$ cat src/sv/cdsr_pkg.sv
// Package for the clipped disc span rasterizer.
// Holds default sizes, register indexes and the controller/datapath command
// and status structs. No dependencies.
package cdsr_pkg;

    localparam int MAX_BOX_DEF    = 64;
    localparam int COORD_BITS_DEF = 12;
    localparam int SIZE_BITS      = 7;
    localparam int CFG_IDX_BITS   = 1;
    localparam int LIMIT_RESET    = 4096;

    localparam logic [CFG_IDX_BITS-1:0] REG_MAP_COLS = 1'b0;
    localparam logic [CFG_IDX_BITS-1:0] REG_MAP_ROWS = 1'b1;

    typedef struct packed {
        logic load;       // capture a new disc request
        logic init;       // set up squares and scan counters
        logic inc_h;      // grow the half-width by one
        logic dec_h;      // shrink the half-width by one
        logic step_row;   // evaluate current row and advance
        logic push_last;  // move the pending span out as the final one
    } t_cmd;

    typedef struct packed {
        logic row_end;    // all box rows scanned
        logic need_inc;   // half-width too small for this row
        logic need_dec;   // half-width too large for this row
        logic span_ok;    // current row gives a non-empty clipped span
        logic pend_vld;   // a span waits in the pending register
        logic slot_free;  // output register can take an item this cycle
    } t_sts;

endpackage

$ cat src/sv/cdsr_ctrl.sv
// Controller for the clipped disc span rasterizer.
// Sequences load, setup, row scan and final flush; uses cdsr_pkg.
module cdsr_ctrl (
    input  logic            i_clk,
    input  logic            i_rst_n,
    input  logic            i_valid,
    output logic            o_ready,
    input  cdsr_pkg::t_sts  i_sts,
    output cdsr_pkg::t_cmd  o_cmd
);
    import cdsr_pkg::*;

    typedef enum logic [1:0] {
        S_IDLE,
        S_INIT,
        S_SCAN,
        S_FLUSH
    } t_state;

    t_state r_state, n_state;
    logic   r_ready;
    t_cmd   cmd;

    always_comb begin
        n_state = r_state;
        cmd     = '0;
        case (r_state)
            S_IDLE: begin
                if (r_ready && i_valid) begin
                    cmd.load = 1'b1;
                    n_state  = S_INIT;
                end
            end
            S_INIT: begin
                cmd.init = 1'b1;
                n_state  = S_SCAN;
            end
            S_SCAN: begin
                if (i_sts.row_end) begin
                    n_state = i_sts.pend_vld ? S_FLUSH : S_IDLE;
                end else if (i_sts.need_inc) begin
                    cmd.inc_h = 1'b1;
                end else if (i_sts.need_dec) begin
                    cmd.dec_h = 1'b1;
                end else if (!(i_sts.span_ok && i_sts.pend_vld && !i_sts.slot_free)) begin
                    // stall only when a pending span must move out and cannot
                    cmd.step_row = 1'b1;
                end
            end
            S_FLUSH: begin
                if (i_sts.slot_free) begin
                    cmd.push_last = 1'b1;
                    n_state       = S_IDLE;
                end
            end
            default: begin
                n_state = S_IDLE;
            end
        endcase
    end

    always_ff @(posedge i_clk) begin
        if (!i_rst_n) begin
            r_state <= S_IDLE;
            r_ready <= 1'b1;
        end else begin
            r_state <= n_state;
            r_ready <= (n_state == S_IDLE);
        end
    end

    assign o_ready = r_ready;
    assign o_cmd   = cmd;

endmodule

$ cat src/sv/cdsr_dpath.sv
// Datapath for the clipped disc span rasterizer.
// Incremental half-width tracking, span clipping, pending and output
// registers; driven by cdsr_ctrl commands, uses cdsr_pkg.
module cdsr_dpath #(
    parameter int MAX_BOX    = cdsr_pkg::MAX_BOX_DEF,
    parameter int COORD_BITS = cdsr_pkg::COORD_BITS_DEF
) (
    input  logic                          i_clk,
    input  logic                          i_rst_n,
    input  cdsr_pkg::t_cmd                i_cmd,
    output cdsr_pkg::t_sts                o_sts,
    input  logic [COORD_BITS-1:0]         i_center_col,
    input  logic [COORD_BITS-1:0]         i_center_row,
    input  logic [cdsr_pkg::SIZE_BITS-1:0] i_box_size,
    input  logic [COORD_BITS:0]           i_col_lim,
    input  logic [COORD_BITS:0]           i_row_lim,
    input  logic                          i_out_ready,
    output logic                          o_valid,
    output logic [COORD_BITS-1:0]         o_span_row,
    output logic [COORD_BITS-1:0]         o_span_first,
    output logic [COORD_BITS-1:0]         o_span_final,
    output logic                          o_is_last
);
    import cdsr_pkg::*;

    localparam int CB   = COORD_BITS;
    localparam int SB   = $clog2(MAX_BOX + 1);
    localparam int RB   = $clog2(MAX_BOX / 2 + 1);
    localparam int QB   = 2 * RB + 1;
    localparam int CW   = CB + 2;
    localparam int CMPW = (SB > SIZE_BITS) ? SB : SIZE_BITS;

    logic [SB-1:0] r_s, r_y;
    logic [RB-1:0] r_r, r_h;
    logic [QB-1:0] r_r2, r_h2, r_dy2;
    logic [CB-1:0] r_ccol, r_crow;
    logic          r_pend_vld;
    logic [CB-1:0] r_pend_row, r_pend_lo, r_pend_hi;
    logic          r_out_vld, r_out_last;
    logic [CB-1:0] r_out_row, r_out_lo, r_out_hi;

    // request size, clamped to the box limit
    logic [SB-1:0] s_in;
    always_comb begin
        if (CMPW'(i_box_size) > CMPW'(MAX_BOX)) begin
            s_in = SB'(MAX_BOX);
        end else begin
            s_in = SB'(i_box_size);
        end
    end

    logic [QB-1:0] rad_ext, rad_sq, h_ext, h_twice, hp2, hm2;
    assign rad_ext = QB'(r_r);
    assign rad_sq  = rad_ext * rad_ext;
    assign h_ext   = QB'(r_h);
    assign h_twice = h_ext << 1;
    assign hp2     = r_h2 + h_twice + QB'(1);
    assign hm2     = r_h2 - h_twice + QB'(1);

    logic [QB:0] sum_inc, sum_cur;
    assign sum_inc = (QB+1)'(hp2) + (QB+1)'(r_dy2);
    assign sum_cur = (QB+1)'(r_h2) + (QB+1)'(r_dy2);

    // dy = y - r; next dy^2 = dy^2 + 2*dy + 1
    logic signed [SB:0] dy;
    logic signed [QB:0] dy2_next;
    assign dy       = $signed({1'b0, r_y}) - $signed((SB+1)'(r_r));
    assign dy2_next = $signed({1'b0, r_dy2}) + ((QB+1)'(dy) <<< 1) + (QB+1)'(1);

    // span of the current row in map coordinates, then clipped
    logic signed [CW-1:0] ccol_s, crow_s, h_s, rad_s, s_s, y_s;
    logic signed [CW-1:0] mx_lo, hi_a, hi_b, mx_hi, lo_c, hi_c, col_max, my;
    logic                 row_ok;
    always_comb begin
        ccol_s  = $signed(CW'(r_ccol));
        crow_s  = $signed(CW'(r_crow));
        h_s     = $signed(CW'(r_h));
        rad_s   = $signed(CW'(r_r));
        s_s     = $signed(CW'(r_s));
        y_s     = $signed(CW'(r_y));
        mx_lo   = ccol_s - h_s;
        hi_a    = ccol_s + h_s;
        // even sizes lose the rightmost column
        hi_b    = ccol_s - rad_s + s_s - CW'(1);
        mx_hi   = (hi_a < hi_b) ? hi_a : hi_b;
        lo_c    = (mx_lo < 0) ? '0 : mx_lo;
        col_max = $signed(CW'(i_col_lim)) - CW'(1);
        hi_c    = (mx_hi > col_max) ? col_max : mx_hi;
        my      = crow_s - rad_s + y_s;
        row_ok  = (my >= 0) && (my < $signed(CW'(i_row_lim)));
    end

    always_comb begin
        o_sts.row_end   = (r_y == r_s);
        o_sts.need_inc  = (sum_inc <= (QB+1)'(r_r2));
        o_sts.need_dec  = (r_h != '0) && (sum_cur > (QB+1)'(r_r2));
        o_sts.span_ok   = row_ok && (lo_c <= hi_c);
        o_sts.pend_vld  = r_pend_vld;
        o_sts.slot_free = !r_out_vld || i_out_ready;
    end

    logic push_pend;
    assign push_pend = (i_cmd.step_row && o_sts.span_ok && r_pend_vld) || i_cmd.push_last;

    // control flags
    always_ff @(posedge i_clk) begin
        if (!i_rst_n) begin
            r_pend_vld <= 1'b0;
            r_out_vld  <= 1'b0;
        end else begin
            if (i_cmd.load || i_cmd.push_last) begin
                r_pend_vld <= 1'b0;
            end else if (i_cmd.step_row && o_sts.span_ok) begin
                r_pend_vld <= 1'b1;
            end
            if (push_pend) begin
                r_out_vld <= 1'b1;
            end else if (i_out_ready) begin
                r_out_vld <= 1'b0;
            end
        end
    end

    // payload and scan state
    always_ff @(posedge i_clk) begin
        if (i_cmd.load) begin
            r_s    <= s_in;
            r_r    <= RB'(s_in >> 1);
            r_ccol <= i_center_col;
            r_crow <= i_center_row;
        end
        if (i_cmd.init) begin
            r_r2  <= rad_sq;
            r_dy2 <= rad_sq;
            r_h   <= '0;
            r_h2  <= '0;
            r_y   <= '0;
        end
        if (i_cmd.inc_h) begin
            r_h  <= r_h + RB'(1);
            r_h2 <= hp2;
        end
        if (i_cmd.dec_h) begin
            r_h  <= r_h - RB'(1);
            r_h2 <= hm2;
        end
        if (i_cmd.step_row) begin
            r_y   <= r_y + SB'(1);
            r_dy2 <= QB'(dy2_next);
            if (o_sts.span_ok) begin
                r_pend_row <= CB'(my);
                r_pend_lo  <= CB'(lo_c);
                r_pend_hi  <= CB'(hi_c);
            end
        end
        if (push_pend) begin
            r_out_row  <= r_pend_row;
            r_out_lo   <= r_pend_lo;
            r_out_hi   <= r_pend_hi;
            r_out_last <= i_cmd.push_last;
        end
    end

    assign o_valid      = r_out_vld;
    assign o_span_row   = r_out_row;
    assign o_span_first = r_out_lo;
    assign o_span_final = r_out_hi;
    assign o_is_last    = r_out_last;

endmodule

$ cat src/sv/clipped_disc_span_rasterizer.sv
// Clipped disc span rasterizer, top level: map size registers, clip limits,
// controller and datapath. Uses cdsr_pkg, cdsr_ctrl and cdsr_dpath.
//
// One disc request is taken at a time. Per request the block loads the
// request, sets up, scans the s box rows (s clamped to MAX_BOX) with
// half-width adjustments between them (at most 2*floor(s/2) over the whole
// disc, from the incremental square tracking), closes the scan and flushes
// the final span when there is one; it waits while a span must move out
// and the output side holds i_ready low. Spans come out in increasing row
// order through an output register, the last one flagged by o_is_last; a
// zero size or a disc wholly off the map gives none. Map width and height
// are for the user to write through the config port only while idle; the
// block does not enforce it. Limits above 2^COORD_BITS act as 2^COORD_BITS.
module clipped_disc_span_rasterizer #(
    parameter int MAX_BOX    = cdsr_pkg::MAX_BOX_DEF,
    parameter int COORD_BITS = cdsr_pkg::COORD_BITS_DEF
) (
    input  logic                              i_clk,
    input  logic                              i_rst_n,
    input  logic                              i_cfg_we,
    input  logic [cdsr_pkg::CFG_IDX_BITS-1:0] i_cfg_idx,
    input  logic [COORD_BITS:0]               i_cfg_data,
    input  logic                              i_valid,
    output logic                              o_ready,
    input  logic [COORD_BITS-1:0]             i_center_col,
    input  logic [COORD_BITS-1:0]             i_center_row,
    input  logic [cdsr_pkg::SIZE_BITS-1:0]    i_box_size,
    output logic                              o_valid,
    input  logic                              i_ready,
    output logic [COORD_BITS-1:0]             o_span_row,
    output logic [COORD_BITS-1:0]             o_span_first,
    output logic [COORD_BITS-1:0]             o_span_final,
    output logic                              o_is_last
);
    import cdsr_pkg::*;

    localparam int LB = COORD_BITS + 1;
    localparam logic [LB-1:0] LIM_CAP = LB'(1) << COORD_BITS;

    logic [LB-1:0] r_map_cols, r_map_rows;
    logic [LB-1:0] col_lim, row_lim;
    t_cmd          cmd;
    t_sts          sts;

    always_ff @(posedge i_clk) begin
        if (!i_rst_n) begin
            r_map_cols <= LB'(LIMIT_RESET);
            r_map_rows <= LB'(LIMIT_RESET);
        end else if (i_cfg_we) begin
            case (i_cfg_idx)
                REG_MAP_COLS: r_map_cols <= i_cfg_data;
                REG_MAP_ROWS: r_map_rows <= i_cfg_data;
                default: begin
                end
            endcase
        end
    end

    assign col_lim = (r_map_cols > LIM_CAP) ? LIM_CAP : r_map_cols;
    assign row_lim = (r_map_rows > LIM_CAP) ? LIM_CAP : r_map_rows;

    cdsr_ctrl u_ctrl (
        .i_clk   (i_clk),
        .i_rst_n (i_rst_n),
        .i_valid (i_valid),
        .o_ready (o_ready),
        .i_sts   (sts),
        .o_cmd   (cmd)
    );

    cdsr_dpath #(
        .MAX_BOX    (MAX_BOX),
        .COORD_BITS (COORD_BITS)
    ) u_dpath (
        .i_clk        (i_clk),
        .i_rst_n      (i_rst_n),
        .i_cmd        (cmd),
        .o_sts        (sts),
        .i_center_col (i_center_col),
        .i_center_row (i_center_row),
        .i_box_size   (i_box_size),
        .i_col_lim    (col_lim),
        .i_row_lim    (row_lim),
        .i_out_ready  (i_ready),
        .o_valid      (o_valid),
        .o_span_row   (o_span_row),
        .o_span_first (o_span_first),
        .o_span_final (o_span_final),
        .o_is_last    (o_is_last)
    );

endmodule
$ cat config.mk
export PLATFORM = sky130hd
export DESIGN_NAME = clipped_disc_span_rasterizer
export DESIGN_NICKNAME = d
export VERILOG_FILES = /design/src/sv/cdsr_pkg.sv /design/src/sv/cdsr_ctrl.sv /design/src/sv/cdsr_dpath.sv /design/src/sv/clipped_disc_span_rasterizer.sv
export SDC_FILE = /design/constraint.sdc
export NUM_CORES = 1
export LEC_CHECK = 0
export BUFFER_PORTS_ARGS = -buffer_cell sky130_fd_sc_hd__buf_2
export CORE_ASPECT_RATIO = 2
export CORE_MARGIN = 2
export CORE_UTILIZATION = 44
export CTS_CLUSTER_DIAMETER = 40
export DETAILED_ROUTE_END_ITERATION = 16
export HOLD_SLACK_MARGIN = 0.05
export PLACE_DENSITY = 0.62
export SLEW_MARGIN = 20
export SYNTH_ARGS = -nofsm -noshare
export SYNTH_HDL_FRONTEND = slang
export SYNTH_HIERARCHICAL = 1
export SYNTH_SLANG_ARGS = --single-unit
export TNS_END_PERCENT = 100
$ cat constraint.sdc
create_clock -name i_clk -period 28.5 [get_ports i_clk]
set_clock_uncertainty 0.1 [all_clocks]
set_input_delay 1.425 -clock i_clk [delete_from_list [all_inputs] [get_ports i_clk]]
set_output_delay 1.425 -clock i_clk [all_outputs]
set_load 0.05 [all_outputs]
==> reports/summary.txt <==
WP buf/inv: 7
MaxCap Viol Count: 0
fin crit period: 11.89 ns
# setup viols final: 0
CTS tree: done
Achievable Freq: 84.11 MHz
most used cell, CP: ha_1
Top delay family on crit path: compound AO/OA/AOI/OAI gates
synth warn: 6
count of different cell masters after synthesis: 74
Critical Path RT: 28.55 ns
CTS buffer count: 17
DR DRC count: 0
Area Growth Syn to Fin: 10.02%
Clock power frac: 0.160
HP Class: reg2reg
Worst path slowest cell: a2111oi_0
routed length per instance: 18.43 um
Die Ht: 263.4 um
syn_area_per_cell: 9.885 um^2
initial antenna violation count: 0
final core utilization: 0.4878
Post-DP HPWL: 30680 um
WL final: 37330 um
Post-Route Setup TNS: 0 ns
switching power: 609.1 uW
row count: 95
Cell Pwr Density: 86.64 mW/mm^2
Initial DRC Count: 400
GP Congestion: 0.9295
commonest non-fill, non-tap cell in the layout: ha_1
vias in the first global route: 11132
async set or reset register ratio after synthesis: 0
clock edge transition at the registers on the reported setup and hold paths: 0.07 ns
Worst Tran Pin Value: 1.059 ns
most frequent cells in the layout: ha_1, inv_1, edfxtp_1, nand2_1
flops & latches, synth: 185
RSZ-0062 raised after global routing: false
Cell Area, Synth: 0.01481 mm^2
GRT Overall Usage: 0.2153
Peak VDD IR: 0.04190 mV
Post-synth EDFFs: 154
CTS resizes: 0
CTS H-tree lvls: 4
Placed Instances: 1992
I/O pin cnt: 89
# hold bufs at CTS: 0
logic gate share of total power: 0.580
Final ANT Viol Nets: 0
core area: 0.03340 mm^2
Relative slew margins: 0.2927
grt total ovfl: 0
CP Capture Type: flip-flop
postcts setup bufs: 0
CP max stage delay: 0.77 ns
status: complete, no violations
drt pass-1 iters: 5
Internal: 802.4 uW
final cycle utilization of the critical path: 0.4172
first-pass GRT wire length: 57830 um
CTS Sinks: 185
Switching Fraction: 0.4315
Crit Path Max Fanout: 28
Final Hold Vio Count: 0
total number of vias: 10875
Post-Syn Instances: 1498
cell leakage power: 0.007088 uW
Worst setup SP type: flip-flop
Port Buffer Count: 88
Net Count, Synth: 1778
Cell Count, Final, Fillers Out: 2026
sequential area share after synthesis: 0.3542
n_diodes: 0
largest net degree at the start of global routing: 43
Post-synth top flop: edfxtp_1
Die Span X: 133.7 um
fin. max-slew vios: 0
worst path arrival time: 11.94 ns
clk_lat worst skew: 0.46 ns
Flop pwr share: 0.260
hold_ws: 0.3188 ns
Die Area: 0.03523 mm^2
clock buffer depth: 2
Via density: 5.368
layout net count: 1857
share of layout cells above drive strength 1: 0.1075
Initial Util: 0.4433
clk root buf: clkbuf_16
worst setup path category: reg2reg
-- registers in the layout (all words and copies together) (netlist names), 6 cells and up --
register / flops
r_map_cols: 13
u_dpath/r_ccol: 12
u_dpath/r_dy2: 13
u_dpath/r_r2: 11
u_dpath/r_pend_row: 12
u_dpath/r_pend_hi: 12
u_dpath/o_span_row: 12
u_dpath/r_h2: 13
u_dpath/r_y: 7
u_dpath/r_crow: 12
u_dpath/o_span_first: 12
r_map_rows: 13
u_dpath/r_pend_lo: 12
u_dpath/r_s: 7
u_dpath/o_span_final: 12
u_dpath/r_h: 6
-- per-stage QoR --
stage / area (um^2) / setup slack, ns / power [uW]
after floorplan: 14810 / 16.83 / 980.2
after CTS: 16230 / 16.42 / 1421
after global placement: 15690 / 16.85 / 1174
after detailed placement: 15690 / 16.46 / 1190
final: 16290 / 16.61 / 1412
after global routing: 16290 / 15.36 / 1532
-- power by group through the flow --
| stage | sequential [uW] | clock (uW) | combinational, uW |
|---|---|---|---|
| 6_report | 367 | 226 | 819 |
| 5_1_grt | 369 | 241 | 922 |
| 4_1_cts | 367 | 231 | 823 |
| 3_5_place_dp | 373 | 0 | 817 |
| 3_3_place_gp | 372 | 0 | 801 |
| 2_1_floorplan | 358 | 0 | 622 |
-- Yosys cell counts, types with 10 or more instances --
cell        n  area, um^2
a21o_1     41       307.8
a21oi_1    90       450.4
and2_1     11       68.82
clkbuf_1   27       101.4
dfxtp_1    31       620.6
edfxtp_1  154        4624
fa_1       20       400.4
ha_1      210        2628
inv_1     157       589.3
mux2_2     18       202.7
mux2i_1    39       390.4
nand2_1   104       390.4
nand2b_1   18       112.6
nand3_1    25       125.1
nand4_1    13       81.33
nor2_1     95       356.6
nor2b_1    50       312.8
nor3_1     20       100.1
o21a_1     12       90.09
o21ai_0    52       260.3
o21bai_1   29       217.7
or3_1      10       62.56
xnor2_1    94       823.3
xor2_1     45       394.1
-- kinds of logic (layout without fill, tap and decap cells) --
logic type,after synthesis,after routing,share of synthesized area
simple gates,385,385,0.1296
fa+ha+maj,230,230,0.2045
buf+inv,195,287,0.05264
xor+xnor,140,140,0.08331
flops,185,185,0.3542
mux,57,57,0.04005
compound gates,306,306,0.1357
-- worst paths after layout --
path / startpoint / endpoint / slack (ns) / cells after the start
min reg2reg: u_dpath/r_pend_lo[6] / u_dpath/o_span_first[6] / 0.32 / 0
max reg2reg: u_dpath/r_s[1] / u_dpath/o_span_final[10] / 16.61 / 51
max: u_dpath/r_s[1] / u_dpath/o_span_final[10] / 16.61 / 51
min: u_dpath/r_pend_lo[6] / u_dpath/o_span_first[6] / 0.32 / 0
-- routing by layer --
metal,vias to the layer above,global-route usage,wire [um]
met3,93,0.02889,788
met2,198,0.4405,21760
met5,-,0,0
met1,5140,0.1926,12530
li1,5444,-,-
met4,0,0.1231,2255
-- worst reg2reg max path, delay by kind of cell, from the launching register on --
family          cells  cell delay [ns]
compound gates     24             5.08
xor+xnor            2             0.44
fa+ha+maj           8             2.61
buf+inv             7             1.36
flops               1             0.62
mux                 1             0.25
simple gates        9             1.13
-- layout make-up --
class | instances | area, um^2
flip-flops and latches | 185 | 5245
fillers | 3151 | 17110
clock inverters | 14 | 113.9
multi-input cells | 1118 | 8817
repair buffers | 97 | 548.0
clock buffers | 18 | 429.2
inverters | 158 | 593.1
well taps | 436 | 545.5
(Power assumes the default switching activity.)
